## config.mk

```make
export PLATFORM = sky130hd
export DESIGN_NAME = circular_queue
export DESIGN_NICKNAME = d
export VERILOG_FILES = /design/src/rtl/cq_pkg.sv /design/src/rtl/cq_ram.sv /design/src/rtl/circular_queue.sv
export VERILOG_INCLUDE_DIRS = /design/src /design/src/rtl
export SDC_FILE = /design/constraint.sdc
export NUM_CORES = 1
export LEC_CHECK = 0
export BUFFER_PORTS_ARGS = -buffer_cell sky130_fd_sc_hd__buf_2
export CORE_MARGIN = 2
export CORE_UTILIZATION = 55
export CTS_BUF_LIST = sky130_fd_sc_hd__clkbuf_4
export DETAILED_ROUTE_END_ITERATION = 6
export HOLD_SLACK_MARGIN = 0.06
export PLACE_DENSITY = 0.77
export SLEW_MARGIN = 0
export SYNTH_ARGS = -nofsm -noshare
export SYNTH_HDL_FRONTEND = slang
export SYNTH_SLANG_ARGS = --single-unit
```

## constraint.sdc

```tcl
create_clock -name clk -period 4.9 [get_ports clk]
set_input_delay 0.245 -clock clk [delete_from_list [all_inputs] [get_ports clk]]
set_output_delay 0.245 -clock clk [all_outputs]
set_load 0.1 [all_outputs]
```

## src/rtl/circular_queue_assert.svh

```systemverilog
// Assertion macros for the circular queue.
`ifndef CIRCULAR_QUEUE_ASSERT_SVH
`define CIRCULAR_QUEUE_ASSERT_SVH

// Property checked on every rising clock edge outside reset
`define CQ_ASSERT(label, prop, msg) \
  label: assert property (@(posedge clk) disable iff (!rst_n) (prop)) else $error(msg);

// Antecedent in one cycle implies consequent in the next
`define CQ_ASSERT_NEXT(label, ante, cons, msg) \
  label: assert property (@(posedge clk) disable iff (!rst_n) (ante) |=> (cons)) \
    else $error(msg);

`endif

```

## src/rtl/cq_pkg.sv

```systemverilog
`timescale 1ns / 1ps

package cq_pkg;

  // Default geometry
  localparam int DEPTH_DEF  = 16;
  localparam int DATA_W_DEF = 32;

  // Fixed field widths
  localparam int SLOT_W = 5;
  localparam int OP_W   = 2;
  localparam int STAT_W = 2;
  localparam int OCC_W  = 4;

  localparam logic [SLOT_W-1:0] SLOT_RESET = 5'd16;

  typedef enum logic [OP_W-1:0] {
    OP_ENQ   = 2'd0,
    OP_DEQ   = 2'd1,
    OP_PEEK  = 2'd2,
    OP_DRAIN = 2'd3
  } op_t;

  typedef enum logic [STAT_W-1:0] {
    STAT_DONE    = 2'd0,
    STAT_REFUSED = 2'd1,
    STAT_NOQ     = 2'd2
  } status_t;

endpackage

```

## src/rtl/cq_ram.sv

```systemverilog
`timescale 1ns / 1ps

module cq_ram #(
  parameter int WIDTH = 32,
  parameter int DEPTH = 16
) (
  input  logic                     clk,
  input  logic                     we,
  input  logic [$clog2(DEPTH)-1:0] waddr,
  input  logic [WIDTH-1:0]         wdata,
  input  logic                     re,
  input  logic [$clog2(DEPTH)-1:0] raddr,
  output logic [WIDTH-1:0]         rdata
);

  logic [WIDTH-1:0] mem [DEPTH];
  logic [WIDTH-1:0] rdata_r;

  // single write port, registered read port
  always_ff @(posedge clk) begin
    if (we) begin
      mem[waddr] <= wdata;
    end
    if (re) begin
      rdata_r <= mem[raddr];
    end
  end

  assign rdata = rdata_r;

endmodule

```

## src/rtl/circular_queue.sv

```systemverilog
`timescale 1ns / 1ps
// Ring-buffer FIFO of signed words, one slot always kept free.
// Input channel: pulse start with in_op / in_value while busy is low; the
// word is taken on that rising edge. busy stays low: a new word may be
// issued every cycle.
// Result channel: exactly one result per word, shown for a single cycle
// with out_valid high, in the cycle after the word was taken. The receiver
// cannot stall; it must capture the result in that cycle.
// Throughput is one word per cycle. Results are registered, dequeue and
// peek data in the registered read port of the ring memory, pointers and
// flags in registers beside it.
// Configuration: cfg_we with cfg_wdata sets the slot count and clears both
// pointers; only write while no result is outstanding. A slot count of 0
// disables the queue, a count above DEPTH is treated as DEPTH.
// Reset (synchronous, rst_n low): slot count 16, pointers at zero, no
// result pending. The ring memory itself is not cleared and needs no
// clearing pass; entries are only read after being written.
module circular_queue
  import cq_pkg::*;
#(
  parameter int DEPTH  = DEPTH_DEF,
  parameter int DATA_W = DATA_W_DEF
) (
  input  logic                     clk,
  input  logic                     rst_n,
  // input words
  input  logic                     start,
  output logic                     busy,
  input  logic [OP_W-1:0]          in_op,
  input  logic signed [DATA_W-1:0] in_value,
  // results
  output logic                     out_valid,
  output logic signed [DATA_W-1:0] out_data,
  output logic [STAT_W-1:0]        out_status,
  output logic                     out_is_empty,
  output logic                     out_is_full,
  output logic [OCC_W-1:0]         out_occupancy,
  // configuration
  input  logic                     cfg_we,
  input  logic [SLOT_W-1:0]        cfg_wdata
);

  localparam int PTR_W = $clog2(DEPTH);
  localparam int CNT_W = $clog2(DEPTH + 1);

  logic [PTR_W-1:0]  head_r, head_nxt;
  logic [PTR_W-1:0]  tail_r, tail_nxt;
  logic [SLOT_W-1:0] slot_r;

  logic              out_valid_r;
  logic              sel_mem_r, sel_mem_nxt;
  logic [DATA_W-1:0] data_r, data_nxt;
  status_t           status_r, status_nxt;
  logic              empty_r, empty_nxt;
  logic              full_r, full_nxt;
  logic [OCC_W-1:0]  occ_r, occ_nxt;

  logic              accept;
  logic [CNT_W-1:0]  n;
  logic              q_empty, q_full;
  logic [CNT_W:0]    occ_pre, occ_post;
  logic [CNT_W-1:0]  tail_p1, head_p1, tail_nxt_p1;
  logic [PTR_W-1:0]  tail_inc, head_inc, tail_nxt_inc;
  logic              ram_we;
  logic [DATA_W-1:0] ram_rdata;
  op_t               op;

  assign accept = start && !busy;
  assign busy   = 1'b0;
  assign op     = op_t'(in_op);

  // configured slot count, saturated at the ring depth
  always_comb begin
    if (32'(slot_r) > 32'(DEPTH)) begin
      n = CNT_W'(DEPTH);
    end else begin
      n = CNT_W'(slot_r);
    end
  end

  // pointer increments with wrap at n
  always_comb begin
    tail_p1  = CNT_W'(tail_r) + CNT_W'(1);
    head_p1  = CNT_W'(head_r) + CNT_W'(1);
    tail_inc = (tail_p1 == n) ? '0 : tail_p1[PTR_W-1:0];
    head_inc = (head_p1 == n) ? '0 : head_p1[PTR_W-1:0];
  end

  // state before the operation
  always_comb begin
    q_empty = (head_r == tail_r);
    q_full  = (tail_inc == head_r);
    if (tail_r >= head_r) begin
      occ_pre = (CNT_W+1)'(tail_r) - (CNT_W+1)'(head_r);
    end else begin
      occ_pre = (CNT_W+1)'(tail_r) + (CNT_W+1)'(n) - (CNT_W+1)'(head_r);
    end
  end

  // operation decode
  always_comb begin
    head_nxt    = head_r;
    tail_nxt    = tail_r;
    ram_we      = 1'b0;
    sel_mem_nxt = 1'b0;
    data_nxt    = '0;
    status_nxt  = STAT_DONE;
    case (op)
      OP_ENQ: begin
        if (q_full) begin
          status_nxt = STAT_REFUSED;
        end else begin
          ram_we   = accept && (n != '0);
          tail_nxt = tail_inc;
        end
      end
      OP_DEQ: begin
        if (q_empty) begin
          status_nxt = STAT_REFUSED;
          data_nxt   = '1;
        end else begin
          sel_mem_nxt = 1'b1;
          head_nxt    = head_inc;
        end
      end
      OP_PEEK: begin
        if (q_empty) begin
          status_nxt = STAT_REFUSED;
          data_nxt   = '1;
        end else begin
          sel_mem_nxt = 1'b1;
        end
      end
      OP_DRAIN: begin
        head_nxt = tail_r;
      end
      default: begin
        head_nxt = head_r;
      end
    endcase
  end

  // state after the operation
  always_comb begin
    tail_nxt_p1  = CNT_W'(tail_nxt) + CNT_W'(1);
    tail_nxt_inc = (tail_nxt_p1 == n) ? '0 : tail_nxt_p1[PTR_W-1:0];
    empty_nxt    = (head_nxt == tail_nxt);
    full_nxt     = (tail_nxt_inc == head_nxt);
    if (tail_nxt >= head_nxt) begin
      occ_post = (CNT_W+1)'(tail_nxt) - (CNT_W+1)'(head_nxt);
    end else begin
      occ_post = (CNT_W+1)'(tail_nxt) + (CNT_W+1)'(n) - (CNT_W+1)'(head_nxt);
    end
    occ_nxt = (op == OP_DRAIN) ? OCC_W'(occ_pre) : OCC_W'(occ_post);
  end

  // ring memory; read address is the head, data appears with the result
  cq_ram #(
    .WIDTH (DATA_W),
    .DEPTH (DEPTH)
  ) u_ring (
    .clk   (clk),
    .we    (ram_we),
    .waddr (tail_r),
    .wdata (in_value),
    .re    (accept),
    .raddr (head_r),
    .rdata (ram_rdata)
  );

  // pointers, slot count and result register
  always_ff @(posedge clk) begin
    if (!rst_n) begin
      head_r      <= '0;
      tail_r      <= '0;
      slot_r      <= SLOT_RESET;
      out_valid_r <= 1'b0;
    end else begin
      out_valid_r <= accept;
      if (cfg_we) begin
        slot_r <= cfg_wdata;
        head_r <= '0;
        tail_r <= '0;
      end else if (accept && (n != '0)) begin
        head_r <= head_nxt;
        tail_r <= tail_nxt;
      end
    end
  end

  // result payload, no reset needed
  always_ff @(posedge clk) begin
    if (accept) begin
      if (n == '0) begin
        sel_mem_r <= 1'b0;
        data_r    <= '1;
        status_r  <= STAT_NOQ;
        empty_r   <= 1'b1;
        full_r    <= 1'b0;
        occ_r     <= '0;
      end else begin
        sel_mem_r <= sel_mem_nxt;
        data_r    <= data_nxt;
        status_r  <= status_nxt;
        empty_r   <= empty_nxt;
        full_r    <= full_nxt;
        occ_r     <= occ_nxt;
      end
    end
  end

  assign out_valid     = out_valid_r;
  assign out_data      = sel_mem_r ? ram_rdata : data_r;
  assign out_status    = status_r;
  assign out_is_empty  = empty_r;
  assign out_is_full   = full_r;
  assign out_occupancy = occ_r;

  // checks
`include "circular_queue_assert.svh"

  `CQ_ASSERT(a_head_range, (n == '0) || (CNT_W'(head_r) < n), "head pointer beyond slot count")
  `CQ_ASSERT(a_tail_range, (n == '0) || (CNT_W'(tail_r) < n), "tail pointer beyond slot count")
  `CQ_ASSERT_NEXT(a_noq_result, accept && (n == '0), out_valid && (status_r == STAT_NOQ) && out_is_empty, "no-queue result missing")
  `CQ_ASSERT_NEXT(a_drain_empty, accept && (n != '0) && (op == OP_DRAIN), out_is_empty && (head_r == tail_r), "drain left words behind")

endmodule

```

Yosys cells after proc, flatten, opt, wreduce, memory -nomap -nowiden
Memories as Yosys holds them, arrays and structs flattened. A register that Yosys moved wholly into a read port is not among the register bits.
Cells that the tools add are included.
W data, S select, Z words.
{"block": "totals", "mem_bits_rw": 512, "reg_bits": 55, "mem_count": 1}
{"block": "classes", "bitwise": 2, "muxes": 22, "reduce_logical": 7, "eq_ne": 10, "addsub": 9, "magnitude_cmp": 3}
{"memory": "u_ring.mem", "words": 16, "word_bits": 32, "read_ports": 1, "rd_clocked_by_memory_dff": 1, "write_ports": 1, "line": "cq_ram.sv:16", "rtl": "logic [WIDTH-1:0] mem [DEPTH];"}
{"op": "$mux W32", "count": 3}
{"op": "$mux W4", "count": 9}
{"op": "$eq A4 B4 Y1", "count": 4}
{"op": "$sub A4 B4 Y4", "count": 4}
{"op": "$add A4 B1 Y5 const B", "count": 3}
{"op": "$eq A5 B5 Y1", "count": 3}
{"op": "$add A4 B4 Y4", "count": 2}
{"op": "$ge A4 B4 Y1", "count": 2}
{"op": "$pmux W4 S2", "count": 1}
{"op": "$mux W1", "count": 7}
{"op": "$reduce_or A2 Y1", "count": 3}
{"op": "$gt A5 B5 Y1 const B", "count": 1}
{"op": "$logic_not A5 Y1", "count": 1}
{"op": "$mux W5", "count": 1}
{"op": "$reduce_bool A5 Y1", "count": 1}
{"op": "$eq A2 B2 Y1 const B", "count": 2}
{"op": "$eq A2 B1 Y1 const B", "count": 1}
{"op": "$logic_not A2 Y1", "count": 1}
{"op": "$not A1 Y1", "count": 2}
{"op": "$pmux W1 S2", "count": 1}
{"op": "$logic_and A1 B1 Y1", "count": 1}

Longest topological paths before layout
{"block": "depth", "word_depth": 11, "mapped_depth": 21, "depth_no_buf": 19}

By module
From an unflattened synthesis, not the netlist that was laid out.
{"block": "hier_totals", "hier_cells": 1240, "hier_area_um2": 23289.8}
{"mod": "cq_ram", "area_per_inst_um2": 20155.6, "seq_area_each_um2": 16335.7, "n_inst": 1, "cells_per_inst": 838}
{"mod": "circular_queue", "area_per_inst_um2": 3134.3, "seq_area_each_um2": 580.6, "n_inst": 1, "cells_per_inst": 402}

Least setup slack after synthesis
Ideal clock, no wire load.
{"block": "synth_path", "kind": "register to register", "from": "register tail_r[1]", "to": "memory u_ring.mem[0][0], enable pin", "required_time_ns": 4.439, "setup_slack_ns": -0.433, "setup_ns": 0.461, "stages_incl_launch_ff": 13, "arrival_ns": 4.872, "cell_sequence": "dfxtp_1 -> inv_1 -> ha_1 -> clkbuf_1 -> a221oi_2 -> o211ai_2 -> o22a_1 -> o2bb2ai_1 -> buf_2 -> and3_1 -> clkbuf_1 -> nand2_1 -> nor3_1"}
{"block": "synth_between", "elab_chain_cells": 8}
{"element": "start, declared", "line": "circular_queue.sv:47", "rtl": "logic [PTR_W-1:0] tail_r, tail_nxt;"}
{"element": "start signal, assigned", "line": "circular_queue.sv:186", "rtl": "tail_r <= tail_nxt;"}
{"element": "$add A4 B1 Y5", "line": "circular_queue.sv:83", "rtl": "tail_p1 = CNT_W'(tail_r) + CNT_W'(1);"}
{"element": "$eq A5 B5 Y1", "line": "circular_queue.sv:85", "rtl": "tail_inc = (tail_p1 == n) ? '0 : tail_p1[PTR_W-1:0];"}
{"element": "$mux W4", "line": "circular_queue.sv:85"}
{"element": "$eq A4 B4 Y1", "line": "circular_queue.sv:92", "rtl": "q_full = (tail_inc == head_r);"}
{"element": "$mux W1", "line": "circular_queue.sv:110", "rtl": "if (q_full) begin"}
{"element": "$mux W1", "line": "circular_queue.sv:108", "rtl": "case (op)"}
{"element": "$mux W1", "line": "cq_ram.sv:21", "rtl": "if (we) begin"}
{"element": "$mux W1 (not written as such)", "line": "cq_ram.sv:22", "rtl": "mem[waddr] <= wdata;"}
{"element": "end, declared", "line": "cq_ram.sv:16"}
Several ways; a longest one is shown, not always the timed one.

Worst setup path in the final report
{"block": "layout_path", "from": "register tail_r[1]", "to": "register full_r (netlist: out_is_full), data pin"}
{"block": "layout_between", "elab_chain_cells": 10}
{"element": "$add A4 B1 Y5", "line": "circular_queue.sv:83"}
{"element": "$eq A5 B5 Y1", "line": "circular_queue.sv:85"}
{"element": "$mux W4", "line": "circular_queue.sv:85"}
{"element": "$eq A4 B4 Y1", "line": "circular_queue.sv:92"}
{"element": "$mux W4", "line": "circular_queue.sv:110"}
{"element": "$mux W4 (*)", "line": "circular_queue.sv:108"}
{"element": "via tail_nxt[1]", "line": "circular_queue.sv:47"}
{"element": "$add A4 B1 Y5 (*)", "line": "circular_queue.sv:145", "rtl": "tail_nxt_p1 = CNT_W'(tail_nxt) + CNT_W'(1);"}
{"element": "$eq A5 B5 Y1", "line": "circular_queue.sv:146", "rtl": "tail_nxt_inc = (tail_nxt_p1 == n) ? '0 : tail_nxt_p1[PTR_W-1:0];"}
{"element": "$mux W4 (*)", "line": "circular_queue.sv:146"}
{"element": "$eq A4 B4 Y1 (*)", "line": "circular_queue.sv:148", "rtl": "full_nxt = (tail_nxt_inc == head_nxt);"}
{"element": "end signal, assigned", "line": "circular_queue.sv:206", "rtl": "full_r <= full_nxt;"}
{"element": "end, declared", "line": "circular_queue.sv:55", "rtl": "logic full_r, full_nxt;"}
Mark *: on every way through the listed nets, which the timed path passes. The rest lies on a longest branch.
A chain may end at the register's enable or synchronous reset.

==> impl_results.md <==
* Distinct cells, synth at 71
* Routability congestion estimate from global placement at 0.875
* Clock latency on the worst-skew pair at 870 ps
* Syn-to-layout area delta at 15.9%
* Initial Util at 0.556
* Leak at 9.02 nW
* Post-synthesis instance area at 0.0233 mm^2
* Status: finished, final reports clean
* WS Path Type: reg2reg
* Cells after synthesis at 1174
* Crit path DAT at 5200 ps
* R2R setup slack at 350 ps
* Post-route insts no fill at 2077
* Post-synth top flop: edfxtp_1
* Type of destination of the critical path: flop
* DP HPWL at 27.9 mm
* Grt total ovfl at 0
* Pwr Total at 10.2 mW
* Total global-route track usage at 0.242
* Longest Clk Path Bufs at 3
* Synth area leader: edfxtp_1
* CP Launch Point: tail_r[1]$_SDFFE_PP0P_
* Final hold violations at 0
* # setup viols final at 0
* CTS buffer count at 141
* Pins Over Slew Limit at 0
* Number of flops mapped to enable cells by yosys at 554
* Tmin final at 4550 ps
* Vias in the first global route at 12900
* Worst reg2reg path startpoint: tail_r[1]$_SDFFE_PP0P_
* Nets at 1510
* H-tree depth at 4
* Post-DRT Antenna Nets at 0
* CTS sink count at 568
* Root buffer cell: clkbuf_4
* Inst Count DP at 1780
* Worst hold-check path type: in2reg
* Tcrit/Tclk final at 0.929
* Drt drc at 0
* Core area at 0.0419 mm^2
* Via density at 5.98
* Slew @ Worst Pin at 1090 ps
* Reg2reg end: out_is_full$_SDFFCE_PP0P_
* Via count at 12400
* First drt pass iteration count at 5
* R2R cell count at 18
* DR WL/cell at 24.6 um
* # port buffers at 83
* # Max-Cap Violations at 0
* Hold slack at 261 ps
* Die W at 210 um
* RSZ-0062 raised after global routing: no
* Startpoint types: flop
* First-pass GRT wire length at 77.0 mm
* Worst-path clk slew at 60 ps
* Setup TNS at 0 ps
* Initial antenna violation count at 3
* F_max at 0.220 GHz
* Max-slew headroom at 0.274
* DIE HEIGHT at 210 um
* Number of synthesized register bits at 568
* CP Max Fanout at 9
* Synthesis Warnings at 0
* Post-synthesis async set-or-reset flop share at 0
* Largest net degree at the start of global routing at 69
* Synth area leaders: edfxtp_1 72%, mux4_2 15%, nand2_1 1.6%, ha_1 1.2%, dfxtp_1 1.2%
* Syn Nets at 1248
* Die area at 0.0439 mm^2
* Register area share after synthesis at 0.727
* Top cell type's share of synthesized area at 0.715
* Clk_skew at 76.6 ps
* Core Rows at 75
* DRT iter0 DRCs at 1305
* Share of post-route cells with drive strength above 1 at 0.361
* Worst VDD drop at 0.000297 V
* DRT Wirelength at 51.0 mm
* Worst EP required at 5550 ps
* Final Util at 0.644
* PD cells at 380 mW/mm^2
* # Post-CTS Setup Buffers at 0
* Syn_area_per_cell at 19.8 um^2
* CTS tree: done
* Critical path endpoint: out_is_full$_SDFFCE_PP0P_
* # IOs at 85
==> cell usage after synthesis, drive strengths merged (2+ instances only) <==
cell type and instances:
a22o 2, clkbuf 36, mux4 160, o2bb2ai 2
dfxtp 14, a221oi 3, edfxtp 554, nor3b 3
a22oi 2, fa 8, a211o 2, nand4 2
or4 3, nand2b 8, nor2 31, buf 29
nor4 3, xnor2 19, a21o 4, nand3b 2
a211oi 8, o21ai 11, or2 3, and3 5
nand2 97, nand3 11, o21a 2, nor2b 14
o31ai 3, a21oi 19, a31oi 2, ha 23
o211ai 4, and2 5, xor2 8, nor3 14
inv 31, mux2i 11
==> per-layer routing <==
metal,up-vias,GRT usage,routed length (um)
met3,73,0.0570,4080
met5,-,0,0
met2,620,0.394,25600
li1,5383,-,-
met4,0,0.0780,882
met1,6352,0.328,20500
==> flip-flops by register name, indices dropped and copies added (netlist names) <==
name           flops
u_ring.rdata      32
out_is_full        1
data_r             1
u_ring.mem       512
slot_r             5
out_valid          1
head_r             4
tail_r             4
out_status         2
out_is_empty       1
sel_mem_r          1
out_occupancy      4
==> cell type report <==
class	instances	area (um^2)
Clock buffer	205	1540
Tap cell	539	674
Multi-Input combinational cell	509	6130
Clock inverter	37	254
Timing Repair Buffer	184	1300
Fill cell	2851	14900
Antenna cell	3	7.51
Inverter	32	120
Sequential cell	568	16900
==> power by group <==
| group | switching, mW | leakage, nW | total [mW] | internal (mW) |
|---|---|---|---|---|
| combinational | 0.669 | 2.83 | 0.947 | 0.278 |
| sequential | 0.0211 | 5.14 | 5.40 | 5.38 |
| clock | 1.81 | 1.05 | 3.89 | 2.08 |
| total | 2.50 | 9.02 | 10.2 | 7.74 |
==> worst min path at each step <==
stage / from / to / slack, ps / depth (start not counted)
floorplan: rst_n / slot_r[4]$_SDFFE_PN1P_ / 340 / 1
global placement: cfg_wdata[3] / slot_r[3]$_SDFFE_PN0P_ / 510 / 3
detailed placement: cfg_wdata[4] / slot_r[4]$_SDFFE_PN1P_ / 500 / 3
CTS: rst_n / out_valid$_SDFF_PN0_ / 180 / 3
global route: rst_n / out_valid$_SDFF_PN0_ / 220 / 3
finish: rst_n / out_valid$_SDFF_PN0_ / 260 / 3
==> stage by stage <==
stage	worst slack (ps)	cell area [um^2]
3_5_place_dp	229	24600
3_3_place_gp	320	24600
2_1_floorplan	306	23300
4_1_cts	216	26900
6_report	350	27000
5_1_grt	5.13	27000
==> critical path, cell delays in order (launching register included) <==
cell and delay (ps):
dfxtp_1 410, inv_1 120, ha_2 370, a221oi_2 310, o211ai_2 210, o41a_1 380
o2bb2ai_2 150, nand2_2 160, o21a_1 220, inv_1 110, ha_1 340, xnor2_1 210
nand2_1 70, mux2i_1 130, o221ai_1 120, or4_4 580, nor3_2 140, a211oi_1 70
nor4_2 240
==> kinds of logic after synthesis <==
kind of cell / synth area share
muxes: 0.160
DFF: 0.727
other: 0.000161
buffers and inverters: 0.0165
adders and majority gates: 0.0193
and+or+nand+nor: 0.0416
AOI/OAI and AO/OA: 0.0238
xor gates and xnor gates: 0.0116
==> placed cells by master, fill, tap and decap left out, drive strengths merged, types with 8 or more instances in the layout <==
cell,synthesis,final
nor3,14,14
nor2,31,31
xor2,8,8
nor2b,14,14
edfxtp,554,554
clkinv,1,27
mux4,160,160
fa,8,8
nand3,11,11
xnor2,19,19
inv,31,35
a211oi,8,8
a21oi,19,19
nand2b,8,8
ha,23,23
dlygate4sd3,0,52
mux2i,11,11
nand2,97,97
clkbuf,36,205
buf,29,132
o21ai,11,11
dfxtp,14,14
==> repair_timing <==
item,CTS,global route
setup endpoints to repair,0,2
gates resized for setup,0,7
hold buffers,52,0
endpoints found under the hold margin,527,0
(Power assumes the default switching activity.)
